==> src/design/ccfd_pkg.sv <==
// ----------------------------------------------------------------------------
// ccfd_pkg
// types, codes and the byte-wide crc-16 step for the frame decoder
// ----------------------------------------------------------------------------
package ccfd_pkg;

   localparam int unsigned MAX_DATA_DEFAULT = 1024;
   localparam int unsigned FRAME_OVERHEAD   = 10;
   localparam int unsigned DELAY_DEPTH      = 6;
   localparam int unsigned OUT_DEPTH        = 4;

   localparam logic [15:0] CRC_POLY = 16'h1021;
   localparam logic [15:0] CRC_INIT = 16'hFFFF;

   localparam logic KIND_DATA   = 1'b0;
   localparam logic KIND_STATUS = 1'b1;

   typedef enum logic [1:0] {
      STATUS_OK       = 2'd0,
      STATUS_LENGTH   = 2'd1,
      STATUS_CRC      = 2'd2,
      STATUS_RESERVED = 2'd3
   } ccfd_status_type;

   typedef struct packed {
      logic            kind;
      logic [7:0]      data_byte;
      logic [15:0]     command;
      logic [10:0]     payload_count;
      ccfd_status_type status;
      logic            last;
   } ccfd_result_type;

   // up to two results from one request, slot0 first
   typedef struct packed {
      logic [1:0]      count;
      ccfd_result_type slot0;
      ccfd_result_type slot1;
   } ccfd_push_type;

   function automatic logic [15:0] crc16_byte(input logic [15:0] crc,
                                              input logic [7:0]  din);
      logic [15:0] c;
      c = crc ^ {din, 8'h00};
      for (int i = 0; i < 8; i++) begin
         if (c[15]) begin
            c = {c[14:0], 1'b0} ^ CRC_POLY;
         end else begin
            c = {c[14:0], 1'b0};
         end
      end
      return c;
   endfunction

endpackage

==> src/design/ccfd_out_fifo.sv <==
// ----------------------------------------------------------------------------
// ccfd_out_fifo
// small result queue, takes up to two results a cycle, gives one on out_ready
// ----------------------------------------------------------------------------
module ccfd_out_fifo import ccfd_pkg::*; (
   input  logic            clock,
   input  logic            reset,
   input  ccfd_push_type   push,
   output logic            space_two,
   output logic            out_valid,
   input  logic            out_ready,
   output ccfd_result_type out_result
);

   localparam int unsigned PW = $clog2(OUT_DEPTH);

   ccfd_result_type entries_ff [OUT_DEPTH];
   logic [PW-1:0]   wr_ptr_ff, wr_ptr_in;
   logic [PW-1:0]   rd_ptr_ff, rd_ptr_in;
   logic [PW:0]     level_ff, level_in;
   logic            pop;
   logic [PW-1:0]   wr_next;

   assign out_valid  = (level_ff != '0);
   assign out_result = entries_ff[rd_ptr_ff];
   assign space_two  = (level_ff <= (PW+1)'(OUT_DEPTH - 2));
   assign pop        = out_valid & out_ready;
   assign wr_next    = wr_ptr_ff + PW'(1);

   always_comb begin
      wr_ptr_in = wr_ptr_ff + PW'(push.count);
      rd_ptr_in = rd_ptr_ff + PW'(pop);
      level_in  = level_ff + (PW+1)'(push.count) - (PW+1)'(pop);
   end

   always_ff @(posedge clock) begin
      if (reset) begin
         wr_ptr_ff <= '0;
         rd_ptr_ff <= '0;
         level_ff  <= '0;
      end else begin
         wr_ptr_ff <= wr_ptr_in;
         rd_ptr_ff <= rd_ptr_in;
         level_ff  <= level_in;
      end
   end

   always_ff @(posedge clock) begin
      if (push.count != 2'd0) begin
         entries_ff[wr_ptr_ff] <= push.slot0;
      end
      if (push.count == 2'd2) begin
         entries_ff[wr_next] <= push.slot1;
      end
   end

endmodule

==> src/design/ccfd_core.sv <==
// ----------------------------------------------------------------------------
// ccfd_core
// per-byte frame state: header capture, crc, trailer delay line, status
// ----------------------------------------------------------------------------
module ccfd_core import ccfd_pkg::*; #(
   parameter int unsigned MAX_DATA = MAX_DATA_DEFAULT
) (
   input  logic          clock,
   input  logic          reset,
   input  logic          accept,
   input  logic [7:0]    wire_byte,
   input  logic          frame_end,
   output ccfd_push_type push
);

   localparam int unsigned LIMIT = MAX_DATA + FRAME_OVERHEAD;
   localparam int unsigned CW    = $clog2(LIMIT + 1);

   logic [CW-1:0] count_ff, count_in;
   logic [15:0]   crc_ff, crc_in;
   logic [7:0]    delay_ff [DELAY_DEPTH];
   logic [7:0]    delay_in [DELAY_DEPTH];
   logic [15:0]   command_ff, command_in;
   logic [15:0]   length_ff, length_in;
   logic          overflow_ff, overflow_in;

   logic            emit;
   logic [15:0]     len16;
   logic [15:0]     recv_crc;
   logic            resv_nz;
   ccfd_result_type data_res;
   ccfd_result_type stat_res;

   always_comb begin
      count_in    = count_ff;
      crc_in      = crc_ff;
      command_in  = command_ff;
      length_in   = length_ff;
      overflow_in = overflow_ff;
      for (int i = 0; i < DELAY_DEPTH; i++) begin
         delay_in[i] = delay_ff[i];
      end

      emit = (count_ff >= CW'(FRAME_OVERHEAD));

      // advance state with this byte
      if (count_ff >= CW'(2)) begin
         crc_in = crc16_byte(crc_ff, delay_ff[DELAY_DEPTH-2]);
      end
      for (int i = 0; i < DELAY_DEPTH - 1; i++) begin
         delay_in[i] = delay_ff[i+1];
      end
      delay_in[DELAY_DEPTH-1] = wire_byte;

      if (count_ff == CW'(0)) begin
         command_in = {wire_byte, 8'h00};
      end else if (count_ff == CW'(1)) begin
         command_in = {command_ff[15:8], wire_byte};
      end else if (count_ff == CW'(2)) begin
         length_in = {wire_byte, 8'h00};
      end else if (count_ff == CW'(3)) begin
         length_in = {length_ff[15:8], wire_byte};
      end

      if (count_ff >= CW'(LIMIT)) begin
         overflow_in = 1'b1;
      end else begin
         count_in = count_ff + CW'(1);
      end

      // end of frame checks
      len16    = 16'(count_in);
      recv_crc = {delay_in[DELAY_DEPTH-2], delay_in[DELAY_DEPTH-1]};
      resv_nz  = (delay_in[0] | delay_in[1] | delay_in[2] | delay_in[3]) != 8'h00;

      stat_res             = '0;
      stat_res.kind        = KIND_STATUS;
      stat_res.command     = command_in;
      stat_res.last        = 1'b1;
      if (overflow_in || (len16 < 16'(FRAME_OVERHEAD)) || (len16 > 16'(LIMIT)) ||
          (length_in != len16)) begin
         stat_res.status = STATUS_LENGTH;
      end else begin
         stat_res.payload_count = 11'(len16 - 16'(FRAME_OVERHEAD));
         if (recv_crc != crc_in) begin
            stat_res.status = STATUS_CRC;
         end else if (resv_nz) begin
            stat_res.status = STATUS_RESERVED;
         end else begin
            stat_res.status = STATUS_OK;
         end
      end

      data_res           = '0;
      data_res.kind      = KIND_DATA;
      data_res.data_byte = delay_ff[0];

      push = '0;
      if (accept) begin
         if (emit) begin
            push.slot0 = data_res;
            push.slot1 = stat_res;
            push.count = frame_end ? 2'd2 : 2'd1;
         end else if (frame_end) begin
            push.slot0 = stat_res;
            push.count = 2'd1;
         end
      end

      // frame closed, back to idle values
      if (frame_end) begin
         count_in    = '0;
         crc_in      = CRC_INIT;
         command_in  = '0;
         length_in   = '0;
         overflow_in = 1'b0;
         for (int i = 0; i < DELAY_DEPTH; i++) begin
            delay_in[i] = '0;
         end
      end
   end

   always_ff @(posedge clock) begin
      if (reset) begin
         count_ff    <= '0;
         crc_ff      <= CRC_INIT;
         command_ff  <= '0;
         length_ff   <= '0;
         overflow_ff <= 1'b0;
         for (int i = 0; i < DELAY_DEPTH; i++) begin
            delay_ff[i] <= '0;
         end
      end else if (accept) begin
         count_ff    <= count_in;
         crc_ff      <= crc_in;
         command_ff  <= command_in;
         length_ff   <= length_in;
         overflow_ff <= overflow_in;
         for (int i = 0; i < DELAY_DEPTH; i++) begin
            delay_ff[i] <= delay_in[i];
         end
      end
   end

endmodule

==> src/design/crc_checked_frame_decoder.sv <==
// ----------------------------------------------------------------------------
// crc_checked_frame_decoder
// length-prefixed frame decoder with crc-16/ccitt-false check
// ----------------------------------------------------------------------------
// req channel: one wire byte per request, req_frame_end on the final byte.
// rsp channel: kind 0 is a tentative payload byte, kind 1 the status that
// closes the frame (command, payload length, status code, last set).
// payload bytes trail the wire by six requests, so the reserved word and
// the crc never show up as payload; drop the payload on a bad status.
// results of a request are registered into the result queue.
// throughput: one request per cycle while req_ready is high; a frame end
// that also releases a payload byte pushes two results to the single-pop queue.
// req_ready stays high while the four-entry result queue has room for two,
// so a stalled receiver backs up the request side.
// reset clears the frame state and empties the result queue; no frame is
// in progress afterwards.
// ----------------------------------------------------------------------------
module crc_checked_frame_decoder import ccfd_pkg::*; #(
   parameter int unsigned MAX_DATA = MAX_DATA_DEFAULT
) (
   input  logic        clock,
   input  logic        reset,
   input  logic        req_valid,
   output logic        req_ready,
   input  logic [7:0]  req_wire_byte,
   input  logic        req_frame_end,
   output logic        rsp_valid,
   input  logic        rsp_ready,
   output logic        rsp_kind,
   output logic [7:0]  rsp_data_byte,
   output logic [15:0] rsp_command,
   output logic [10:0] rsp_payload_count,
   output logic [1:0]  rsp_status,
   output logic        rsp_last
);

   logic            accept;
   ccfd_push_type   push;
   ccfd_result_type out_result;

   assign accept = req_valid & req_ready;

   ccfd_core #(
      .MAX_DATA (MAX_DATA)
   ) u_core (
      .clock     (clock),
      .reset     (reset),
      .accept    (accept),
      .wire_byte (req_wire_byte),
      .frame_end (req_frame_end),
      .push      (push)
   );

   ccfd_out_fifo u_out_fifo (
      .clock      (clock),
      .reset      (reset),
      .push       (push),
      .space_two  (req_ready),
      .out_valid  (rsp_valid),
      .out_ready  (rsp_ready),
      .out_result (out_result)
   );

   assign rsp_kind          = out_result.kind;
   assign rsp_data_byte     = out_result.data_byte;
   assign rsp_command       = out_result.command;
   assign rsp_payload_count = out_result.payload_count;
   assign rsp_status        = out_result.status;
   assign rsp_last          = out_result.last;

endmodule

==> config.mk <==
export PLATFORM = sky130hd
export DESIGN_NAME = crc_checked_frame_decoder
export DESIGN_NICKNAME = d
export VERILOG_FILES = /design/src/design/ccfd_pkg.sv /design/src/design/ccfd_out_fifo.sv /design/src/design/ccfd_core.sv /design/src/design/crc_checked_frame_decoder.sv
export SDC_FILE = /design/constraint.sdc
export NUM_CORES = 1
export LEC_CHECK = 0
export ABC_AREA = 0
export ABC_CLOCK_PERIOD_IN_PS = 5400
export BUFFER_PORTS_ARGS = -buffer_cell sky130_fd_sc_hd__buf_2
export CAP_MARGIN = 40
export CORE_UTILIZATION = 25
export DETAILED_ROUTE_END_ITERATION = 7
export REMOVE_ABC_BUFFERS = 1
export SETUP_SLACK_MARGIN = 0.1
export SLEW_MARGIN = 20
export SYNTH_ARGS = -nofsm -noshare
export SYNTH_HDL_FRONTEND = slang
export SYNTH_SLANG_ARGS = --single-unit
==> constraint.sdc <==
create_clock -name clock -period 5.4 [get_ports clock]
set_clock_uncertainty 0.2 [all_clocks]
set_input_delay 0.54 -clock clock [delete_from_list [all_inputs] [get_ports clock]]
set_output_delay 0.54 -clock clock [all_outputs]
set_load 0.02 [all_outputs]
* After elaboration in Yosys (flattened, before gate mapping)
Memories as Yosys holds them, arrays and structs flattened. A register that Yosys moved wholly into a read port is not among the register bits.
Cells that the tools add are included.
Widths: inputs -> output; s select.
** Operators by class
- Add/subtract/negate cells :: 7
- Magnitude comparators :: 6
- Equality and inequality tests :: 6
- Mux-type cells :: 55
- Bitwise logic cells :: 20
- Reduce and logical (&&, ||, !) cells :: 7
** Operators with widths (number)
- $mux 16 :: 15
- $mux 13 :: 8
- $mux 80 :: 1
- $mux 8 :: 8
- $mux 48 :: 1
- $mux 41 :: 1
- $mux 40 :: 1
- $mux 39 :: 1
- $mux 11 :: 3
- $not 3->3 :: 8
- $or 8x8->8 :: 3
- $eq 11x2->1 const B :: 2
- $ne 16x11->1 :: 1
- $ne 16x16->1 :: 1
- $xor 16x16->16 :: 1
- $add 11x1->11 const B :: 1
- $eq 11x1->1 const B :: 1
- $ge 11x11->1 const B :: 1
- $ge 11x2->1 const B :: 1
- $ge 11x4->1 const B :: 1
- $gt 11x11->1 const B :: 1
- $logic_not 11->1 :: 1
- $lt 11x4->1 const B :: 1
- $mux 1 :: 11
- 15 further kinds :: 27
** Word-level totals
- Bits in registers :: 67
- Memory bits (writable) :: 204
- Input port bits :: 13
- Output and inout port bits :: 41
- Word-level logic and storage cells :: 111
- Memories :: 2
** Memories
- u_out_fifo.entries_ff :: words 4, bits a word 39, read ports 1, clocked after Yosys merged registers in 1, wr ports 2, RTL line ccfd_out_fifo.sv:17 : ccfd_result_type entries_ff [OUT_DEPTH];
- u_core.delay_ff :: words 6, bits a word 8, read ports 6, clocked after Yosys merged registers in 0, wr ports 6, RTL line ccfd_core.sv:21 : logic [7:0] delay_ff [DELAY_DEPTH];

* Longest topological paths before layout
Gate-level depths: netlist of run 1.
An unclocked memory read counts as a cell.
- Depth after elaboration :: 35
- Gate-level depth with buffers :: 16
- Mapped depth without buffers :: 12

* By module
Synthesis of run 1 repeated with hierarchy kept, for this count alone.
** Unflattened totals
- Cells, all modules :: 1097
- Area total of the unflattened synthesis :: 14411.3 sq um
** By module, submodules not included
- ccfd_out_fifo :: times used 1, cells each 422, area each 7992.7 sq um, sequential area each 4824.6 sq um
- ccfd_core :: times used 1, cells each 674, area each 6412.4 sq um, sequential area each 2642.5 sq um
- crc_checked_frame_decoder :: times used 1, cells each 1, area each 6.3 sq um, sequential area each 0.0 sq um

* Worst setup path before layout of run 1
No wires, ideal clock.
- Path kind :: register -> register
- Start :: register u_core.count_ff[0]
- End :: memory u_out_fifo.entries_ff[3][1] in the netlist's numbering, data pin
- Library setup time :: 0.262 ns
- Data arrival time :: 3.284 ns
- Required time :: 4.938 ns
- Slack :: 1.653 ns
- Cell stages (with the launch flop) :: 13
- Path buffers :: 1
- Clock period less this slack :: 3.747 ns
- Cells stage by stage :: dfxtp_1 > clkbuf_1 > inv_1 > ha_1 > a21oi_1 > a22oi_1 > inv_1 > ha_1 > or3_1 > and3_1 > a2111oi_4 > o2111ai_1 > nor2b_1
** RTL lines
- from (decl) :: RTL line ccfd_core.sv:19 : logic [CW-1:0] count_ff, count_in;
- from (signal assigned) :: RTL line ccfd_core.sv:134 : count_ff <= count_in;
- to (decl) :: RTL line ccfd_out_fifo.sv:17

==> run_results.csv, run 1 <==
group,metric,value,unit
clock_network,clock-sinks,267,
timing,fin_crit_sh,87.7,%
clock_network,clkSlewWorstSetupHoldPaths,60,ps
global_route,antenna_found_initial,0,
timing,slew_viol_final,0,
power_and_ir_drop,leakagePower,5.11,nW
floorplan,io_pins,54,
power_and_ir_drop,p_int,3.91,mW
synthesis,synth_xor_area_share,5.78,%
power_and_ir_drop,swShare,29.3,%
clock_network,post_cts_buffers,0,
timing,worst_slew_pin_slew,815,ps
place,port_buffers,53,
layout,antenna_cells,0,
worst_setup_path,critical_path.max_stage_delay,690,ps
floorplan,core_area,49100,sq um
worst_setup_path,slowest_stage,"nor4_4",
synthesis,ys_top_cells_by_area,"edfxtp_1 40%, dfxtp_1 16%, mux4_2 6.9%",
layout,layout-drive-gt1-share,16.3,%
power_and_ir_drop,pwr-share-clk,34.5,%
worst_setup_path,worstRegToRegCells,10,
clock_network,cts_tree,"done",
timing,fin_crit,4740,ps
synthesis,async_flop_share,0,%
place,dp_hpwl,20300,um
floorplan,die_h,225,um
synthesis,synth_compound_area_share,9.29,%
power_and_ir_drop,ir_drop,0.223,mV
route,drtIter0Drc,637,
route,dr.pass1.iters,5,
power_and_ir_drop,comb_power_share,22.1,%
global_route,grt_pass1_wl,47700,um
synthesis,synthesis.area,12500,sq um
floorplan,start_util,25.4,%
synthesis,yosysSeqAreaShare,56.3,%
worst_setup_path,cp_data_required_time,5580,ps
synthesis,muxShareOfSynthArea,10.1,%
route,routed_wl,30400,um
floorplan,die_area,50800,sq um
clock_network,cts_made_buffers,29,
clock_network,cts_resized,0,
route,num_vias,8154,
timing,setup_viol_count_final,0,
worst_setup_path,start_kind,"flip-flop",
synthesis,synth_fa_ha_area_share,1.36,%
flow_run,maxCapViolCount,0,
power_and_ir_drop,seq_power_share,43.4,%
layout,area_growth,15.5,%
timing,relSlewSlack,45.3,%
timing,hold_viol_final,0,
route,viasPerCell,4.65,
global_route,grt_max_degree,61,
clock_network,root_buffer,"clkbuf_16",
timing,rsz0062_at_grt,"no",
power_and_ir_drop,power_switching,1.62,mW
synthesis,synth.most_common_cell,"edfxtp_1",
floorplan,die_width,225,um
global_route,grt_pass1_vias,8229,
status,run_status,"completed",
worst_setup_path,critical_path_arrival,4910,ps
global_route,grt_usage,12.0,%
synthesis,yosysWarnings,0,
clock_network,cts_max_path_buffers,3,
worst_hold_path,worstHoldPathType,"in2reg",
place,place_congestion,0.877,
synthesis,synthDistinctLibCells,68,
synthesis,ys_seq_elements,267,
worst_setup_path,crit_type,"reg2reg",
layout,finalNetCount,1094,
worst_hold_path,holdPathStages,2,
synthesis,synth_top_area_cell,"edfxtp_1",
route,post_drt_wl_per_cell,17.3,um
clock_network,clk_latency,540,ps
route,ant_nets,0,
synthesis,synth_ff_type,"edfxtp_1",
synthesis,synthTopCellsByCount,"168 x edfxtp_1, 151 x nor2_1, 99 x dfxtp_1",
timing,hold_ws,102,ps
worst_setup_path,cp-end-kind,"flip-flop",
synthesis,synth-simple-area-share,14.5,%
global_route,overflow,0,
worst_setup_path,worstPathMaxFanout,11,
power_and_ir_drop,total_power,5.54,mW
timing,max_freq,211,MHz
synthesis,synth_edf_count,168,
power_and_ir_drop,power.density,384,nW/um^2
route,remaining_drc_errors,0,
synthesis,synth_top_area_share,40.4,%
worst_setup_path,worstPathCellList,"nor4_4 > nand4_1 > a22oi_1 > inv_1 > ha_1 > or3_1 > and3_1 > a2111oi_4 > nand4_1 > nor2_1",
synthesis,postSynthAreaPerCell,12.2,sq um
worst_setup_path,path_common_cell,"nand4_1",
synthesis,synth_top_family_by_area,"simple AND/OR/NAND/NOR gates",
timing,setup-tns-final,0,ps
floorplan,rows,81,
clock_network,h-tree-depth,1,
clock_network,postCtsHoldBufs,0,
synthesis,syn-instance-count,1025,
==> routing by layer <==
layer / part of all wire (%) / up-vias / global-route usage (%)
li1: - / 3855 / -
met1: 46 / 4064 / 16.3
met2: 47 / 185 / 19.8
met3: 4.8 / 50 / 1.98
met4: 2.2 / 0 / 3.05
met5: 0 / - / 0
==> critical path: cells and delay by family (launching register included) <==
family,cells,cell delay (ps)
and+or+nand+nor,6,2340
buffers and inverters,1,210
adders and majority gates,1,250
DFF,1,420
AOI/OAI and AO/OA,2,1140
==> final timing paths <==
| check | startpoint | endpoint | slack (ps) |
|---|---|---|---|
| worst max-delay path | u_core.count_ff[6] | u_out_fifo.entries_ff[0][12] | 660 |
| worst min-delay path | reset | u_out_fifo.level_ff[1] | 100 |
| worst max register to register | u_core.count_ff[6] | u_out_fifo.entries_ff[0][12] | 660 |
| worst min register to register | u_core.command_ff[1] | u_core.command_ff[1] | 250 |
==> layout by cell type (no fill, tap or decap), drive strengths merged, types with 10 or more instances in the layout <==
cell / count
nand2: 62
nor4: 20
nand4: 13
nand3: 11
edfxtp: 168
a21oi: 18
a22o: 56
mux2i: 29
o21ai: 20
and2: 57
inv: 26
mux4: 38
nor3: 14
mux2: 10
buf: 69
nor2: 151
ha: 12
xnor2: 57
dfxtp: 99
clkbuf: 44
==> stage by stage <==
| stage | util (%) | instance area [sq um] | setup slack (ps) | instances |
|---|---|---|---|---|
| floorplan | - | 12200 | 734 | 968 |
| global placement | 27.4 | 13400 | 889 | 1697 |
| detailed placement | 27.4 | 13400 | 689 | 1699 |
| CTS | 29.3 | 14400 | 688 | 1752 |
| global route | 29.4 | 14400 | 231 | 1754 |
| finish | 29.4 | 14400 | 665 | 1754 |
==> power groups by stage <==
stage,clock [mW],combinational [mW],sequential (mW)
4_1_cts,1.95,1.25,2.40
2_1_floorplan,0,0.818,2.46
3_3_place_gp,0,1.23,2.44
5_1_grt,2.03,1.34,2.42
6_report,1.91,1.22,2.40
3_5_place_dp,0,1.24,2.44
==> flip-flops by register name (all words and copies together) (netlist names) <==
| register | flops |
|---|---|
| u_core.delay_ff | 48 |
| u_core.command_ff | 16 |
| u_core.count_ff | 11 |
| u_core.length_ff | 16 |
| u_out_fifo.wr_ptr_ff | 2 |
| u_out_fifo.entries_ff | 152 |
| u_core.crc_ff | 16 |
| u_out_fifo.level_ff | 3 |
| u_core.overflow_ff | 1 |
| u_out_fifo.rd_ptr_ff | 2 |
==> kinds of logic (layout without fill, tap and decap cells) <==
group | count (synthesis) | after routing
simple gates | 364 | 364
mux | 77 | 77
fa+ha+maj | 13 | 13
flops | 267 | 267
compound gates | 150 | 150
xor+xnor | 72 | 72
buf+inv | 82 | 147
==> area by class of cell <==
class	instances	area (sq um)
tap	664	831
clock inverter	9	50.0
timing repair buffer	69	402
clock buffer	44	886
multi-input combinational	676	5120
inverter	25	93.8
fill	5063	34600
sequential	267	7030
Power figures use the tool's default switching activity.
==> run 2: changes to the inputs <==
--- a/config.mk
+++ b/config.mk
@@ -11,6 +11,7 @@
 export CAP_MARGIN = 40
 export CORE_UTILIZATION = 25
 export DETAILED_ROUTE_END_ITERATION = 7
+export GPL_TIMING_DRIVEN = 0
 export REMOVE_ABC_BUFFERS = 1
 export SETUP_SLACK_MARGIN = 0.1
 export SLEW_MARGIN = 20
==> run 2 against run 1 <==
Register-to-register slack worse by 80 ps. Hold slack worse by 24 ps. Combinational power hardly changed. Non-clock buffer count is 2 higher. Global-route usage is 0.39 points lower. Clock power is 8% higher. Clock-buffer cell count is 5 lower. Routed wire length is 2.2% lower.
==> run_results.csv, run 2 (synthesis results as in run 1) <==
group,metric,value,unit
global_route,met1_usage,16.0,%
worst_setup_path,critPathBufInv,1,
layout,finish.utilization,29.8,%
route,remaining_drc_errors,0,
worst_hold_path,holdPathStages,2,
layout,fill_cells,5028,
route,num_vias,8145,
floorplan,rows,81,
worst_setup_path,worstRegToRegCells,10,
place,place_congestion,0.801,
timing,hold_viol_final,0,
route,drtIter0Drc,599,
global_route,use_met3,1.80,%
global_route,grt_busiest_layer,"met2",
timing,setup_viol_count_final,0,
timing,max_freq,208,MHz
worst_setup_path,worstPathCellList,"nor4_4 > nand4_1 > a22oi_2 > inv_1 > ha_1 > or3_1 > and3_1 > a2111oi_4 > nand4_1 > nor2_1",
worst_hold_path,worstHoldPathType,"in2reg",
timing,rsz0062_at_grt,"no",
layout,finalNetCount,1097,
clock_network,cts_tree,"done",
clock_network,h-tree-depth,1,
worst_setup_path,cp_data_required_time,5580,ps
floorplan,start_util,25.4,%
worst_setup_path,path_common_cell,"nand4_1",
global_route,grt_pass1_vias,8077,
global_route,overflow,0,
layout,largest_reg_flops,152,
worst_setup_path,critical_path_arrival,5000,ps
global_route,antenna_found_initial,1,
worst_setup_path,worstPathMaxFanout,11,
clock_network,clock-sinks,267,
floorplan,io_pins,54,
timing,fin_crit,4820,ps
clock_network,root_buffer,"clkbuf_16",
route,ant_nets,0,
place,port_buffers,53,
route,viasPerCell,4.63,
layout,most-common-layout-cells,"168 x edfxtp_1, 150 x nor2_1, 97 x dfxtp_1",
layout,final_cells,1760,
power_and_ir_drop,total_power,5.70,mW
floorplan,die_width,225,um
timing,worst_slew_pin_slew,819,ps
timing,fin_crit_sh,89.2,%
worst_setup_path,critical_path.max_stage_delay,670,ps
worst_setup_path,crit_type,"reg2reg",
layout,top_register,"u_out_fifo.entries_ff",
route,dr.pass1.iters,5,
timing,slew_viol_final,0,
timing,relSlewSlack,45.4,%
power_and_ir_drop,comb_power_share,21.3,%
flow_run,maxCapViolCount,0,
clock_network,cts_max_path_buffers,3,
status,run_status,"completed",
place,dpl.cell_count,1702,
global_route,grt_max_degree,61,
worst_setup_path,cp-end-kind,"flip-flop",
floorplan,die_h,225,um
route,routed_wl,29700,um
route,post_drt_wl_per_cell,16.9,um
layout,reg_top3,"u_out_fifo.entries_ff x152, u_core.delay_ff x48",
global_route,grt_usage,11.6,%
layout,final_common_cell,"edfxtp_1",
clock_network,post_cts_buffers,0,
power_and_ir_drop,p_int,4.05,mW
power_and_ir_drop,ir_drop,0.229,mV
power_and_ir_drop,pwr-share-clk,36.1,%
clock_network,clk_latency,550,ps
place,dp_hpwl,20200,um
floorplan,die_area,50800,sq um
power_and_ir_drop,power_switching,1.65,mW
power_and_ir_drop,power.density,390,nW/um^2
power_and_ir_drop,seq_power_share,42.6,%
floorplan,core_area,49100,sq um
global_route,grt_pass1_wl,46500,um
power_and_ir_drop,swShare,28.9,%
worst_setup_path,start_kind,"flip-flop",
clock_network,cts_made_buffers,30,
worst_setup_path,slowest_stage,"nor4_4",
power_and_ir_drop,leakagePower,5.18,nW
global_route,use_met2,18.9,%
worst_setup_path,cp.depth,10,
layout,area_growth,17.2,%
clock_network,clkSlewWorstSetupHoldPaths,60,ps
worst_setup_path,cpLargestDelayFamily,"simple AND/OR/NAND/NOR gates",
layout,layout-drive-gt1-share,17.5,%
run 2: cell count changes in the layout (fill, tap and decap cells not counted), moves of 4 or more:
| cell | before | now |
|---|---|---|
| buf_12 | 0 | 4 |
| inv_1 | 24 | 20 |
| clkinv_2 | 4 | 10 |
| buf_4 | 12 | 5 |
| clkbuf_8 | 6 | 2 |
run 2: power groups by stage:
| stage | clock [mW] | combinational, mW | sequential, mW |
|---|---|---|---|
| after floorplan | 0 | 0.818 | 2.46 |
| after global placement | 0 | 1.12 | 2.53 |
| after detailed placement | 0 | 1.22 | 2.47 |
| after CTS | 2.10 | 1.23 | 2.43 |
| after global routing | 2.19 | 1.33 | 2.45 |
| final | 2.06 | 1.21 | 2.43 |
run 2: path summary, 6_finish.rpt:
check        slack [ps]                           to                 start
max reg2reg         580  u_out_fifo.entries_ff[0][4]    u_core.count_ff[6]
max                 580  u_out_fifo.entries_ff[0][4]    u_core.count_ff[6]
min reg2reg         250         u_core.command_ff[2]  u_core.command_ff[2]
min                  80       u_out_fifo.level_ff[1]                 reset
run 2: final cells by class:
| cell class | instances | area, sq um | area share [%] |
|---|---|---|---|
| diodes | 1 | 2.50 | 0.0171 |
| clock buffers | 39 | 847 | 5.79 |
| clock inverters | 17 | 168 | 1.15 |
| inverters | 25 | 96.3 | 0.659 |
| multi-input cells | 676 | 5130 | 35.1 |
| flip-flops and latches | 267 | 7030 | 48.1 |
| well taps | 664 | 831 | 5.68 |
| repair buffers | 71 | 513 | 3.51 |
run 2: repair_timing:
action / 4_1_cts / 5_1_grt
resized for setup: 0 / 1
hold buffers: 0 / 0
endpoints found under the setup margin: 0 / 38
run 2: through the flow:
| step | instance area, sq um | hold WS, ps | setup TNS [ps] | setup slack, ps |
|---|---|---|---|---|
| floorplan | 12200 | 220 | 0 | 734 |
| global placement | 13300 | 231 | -95790 | -2540 |
| detailed placement | 13600 | 241 | 0 | 437 |
| CTS | 14600 | 66.5 | 0 | 389 |
| global route | 14600 | 100 | 0 | 270 |
| finish | 14600 | 78.8 | 0 | 583 |
run 2: metal layers:
metal	vias up	routed length (um)	share of wire, %
li1	3867	-	-
met1	4031	13600	46
met2	202	14100	47
met3	43	1330	4.5
met4	2	754	2.5
met5	-	13	0.044
==> run 3: changes to the inputs <==
--- a/config.mk
+++ b/config.mk
@@ -9,7 +9,8 @@
 export ABC_CLOCK_PERIOD_IN_PS = 5400
 export BUFFER_PORTS_ARGS = -buffer_cell sky130_fd_sc_hd__buf_2
 export CAP_MARGIN = 40
-export CORE_UTILIZATION = 25
+export CORE_MARGIN = 3
+export CORE_UTILIZATION = 30
 export DETAILED_ROUTE_END_ITERATION = 7
 export GPL_TIMING_DRIVEN = 0
 export REMOVE_ABC_BUFFERS = 1
==> run 3 against run 2 <==
Clock power grew 11%. Largest power group unchanged. Setup slack gained 71 ps. Fmax grew 1.5%. Die area shrank 13%. Power grew 3.9%. Non-clock buffer count is the same. Final cell count shrank 7.7%. Routed wire length grew 0.16%.
==> run_results.csv, run 3 (synthesis results as in run 1) <==
group,metric,value,unit
power_and_ir_drop,power.density,407,nW/um^2
layout,area_growth,16.8,%
power_and_ir_drop,leakagePower,5.22,nW
layout,most-common-layout-cells,"168 x edfxtp_1, 150 x nor2_1, 97 x dfxtp_1",
route,remaining_drc_errors,0,
layout,fill_cells,3985,
flow_run,maxCapViolCount,0,
floorplan,core_area,40900,sq um
global_route,grt_pass1_vias,8231,
clock_network,cts_max_path_buffers,3,
timing,worst_slew_pin_slew,829,ps
global_route,grt_pass1_wl,47500,um
global_route,grt_max_degree,57,
clock_network,root_buffer,"clkbuf_16",
timing,slew_viol_final,0,
layout,layout-drive-gt1-share,17.4,%
power_and_ir_drop,ir_drop,0.201,mV
timing,rsz0062_at_grt,"no",
layout,finalNetCount,1096,
layout,reg_top3,"u_out_fifo.entries_ff x152, u_core.delay_ff x48",
layout,largest_reg_flops,152,
clock_network,cts_made_buffers,29,
place,dpl.cell_count,1569,
timing,hold_viol_final,0,
worst_setup_path,critical_path_arrival,4920,ps
route,post_drt_wl_per_cell,18.3,um
clock_network,post_cts_buffers,0,
worst_setup_path,start_kind,"flip-flop",
worst_setup_path,path_common_cell,"inv_1",
timing,setup_viol_count_final,0,
worst_setup_path,slowest_stage,"nor4_4",
global_route,grt_usage,13.4,%
timing,fin_crit_sh,87.9,%
clock_network,clkSlewWorstSetupHoldPaths,70,ps
floorplan,die_width,210,um
route,dr.pass1.iters,5,
timing,max_freq,211,MHz
worst_hold_path,worstHoldPathType,"in2reg",
global_route,antenna_found_initial,1,
worst_setup_path,worstRegToRegCells,11,
worst_setup_path,crit_type,"reg2reg",
timing,setup_ws,653,ps
worst_setup_path,cp-end-kind,"flip-flop",
route,viasPerCell,5.04,
worst_setup_path,crit_path_end,"u_out_fifo.entries_ff[0][3]",
place,port_buffers,53,
route,ant_nets,0,
worst_setup_path,r2r_slack,650,ps
layout,top_register,"u_out_fifo.entries_ff",
clock_network,clk_latency,540,ps
worst_setup_path,worstPathCellList,"nor4_4 > nand2_1 > nor3_2 > inv_1 > ha_1 > nand2b_1 > or4_1 > o21a_1 > inv_1 > nand4_1 > nor2_1",
floorplan,die_area,44100,sq um
clock_network,postCtsHoldBufs,0,
worst_setup_path,reg2reg_from,"u_core.count_ff[6]",
floorplan,io_pins,54,
route,drtIter0Drc,597,
timing,fin_crit,4750,ps
place,place_congestion,0.822,
worst_setup_path,reg2reg_to,"u_out_fifo.entries_ff[0][3]",
clock_network,cts_resized,0,
worst_setup_path,startpoint,"u_core.count_ff[6]",
route,routed_wl,29800,um
worst_setup_path,worstPathMaxFanout,11,
floorplan,die_h,210,um
timing,relSlewSlack,44.7,%
layout,final_cells,1625,
route,num_vias,8187,
layout,final_common_cell,"edfxtp_1",
place,dp_slack,479,ps
floorplan,start_util,30.5,%
clock_network,clock-sinks,267,
place,dp_hpwl,20000,um
status,run_status,"completed",
clock_network,cts_tree,"done",
global_route,overflow,0,
clock_network,h-tree-depth,1,
floorplan,rows,74,
worst_setup_path,cp_data_required_time,5570,ps
worst_setup_path,critical_path.max_stage_delay,690,ps
power_and_ir_drop,total_power,5.93,mW
run 3: cell types whose count changed in the layout (fill, tap and decap cells not counted), sizes merged:
cell      delta
clkbuf       -8
bufinv       +7
clkinv       -3
clkinvlp     +2
buf          -1
run 3: routing by layer:
layer	vias to the layer above	share of wire, %	track usage [%]
met5	-	0	0
met4	0	2.3	3.56
met3	40	4.3	1.75
met2	200	47	22.0
met1	4081	46	18.8
li1	3866	-	-
run 3: cell type report:
cell class                      instances  area (sq um)  share of cell area, %
Timing Repair Buffer                   71           544                   3.74
Sequential cell                       267          7030                   48.3
Inverter                               25          96.3                  0.661
Clock inverter                         23           370                   2.54
Clock buffer                           30           729                   5.01
Antenna cell                            1          2.50                 0.0172
Tap cell                              532           666                   4.57
Multi-Input combinational cell        676          5130                   35.2
run 3: how the worst min path moves through the flow:
stage	startpoint	endpoint	slack (ps)	depth (start not counted)
after global placement	u_core.command_ff[5]	u_core.command_ff[5]	230	2
after CTS	reset	u_out_fifo.level_ff[1]	90	2
after global routing	reset	u_out_fifo.rd_ptr_ff[1]	110	2
after floorplan	u_core.command_ff[0]	u_core.command_ff[0]	220	2
final	reset	u_out_fifo.rd_ptr_ff[1]	110	2
after detailed placement	u_core.command_ff[7]	u_core.command_ff[7]	240	2
run 3: power breakdown:
group / internal (mW) / switching (mW)
sequential: 2.30 / 0.127
clock: 1.46 / 0.827
combinational: 0.514 / 0.705
total: 4.27 / 1.66
run 3: per-stage QoR:
| stage | hold slack [ps] | TNS (ps) | utilization, % | area, sq um |
|---|---|---|---|---|
| after global routing | 112 | 0 | 35.6 | 14600 |
| after detailed placement | 242 | 0 | 32.8 | 13400 |
| after floorplan | 220 | 0 | - | 12200 |
| after global placement | 228 | -79980 | 32.2 | 13200 |
| final | 108 | 0 | 35.6 | 14600 |
| after CTS | 89.9 | 0 | 35.5 | 14500 |
run 3: worst max-delay path: cells and delay by family, from the launching register on:
family,cells,cell delay (ps)
AND/OR/NAND/NOR,7,2990
flip-flops,1,430
adder cells (fa/ha/maj),1,340
AO/OA/AOI/OAI,1,330
buffers and inverters,2,280
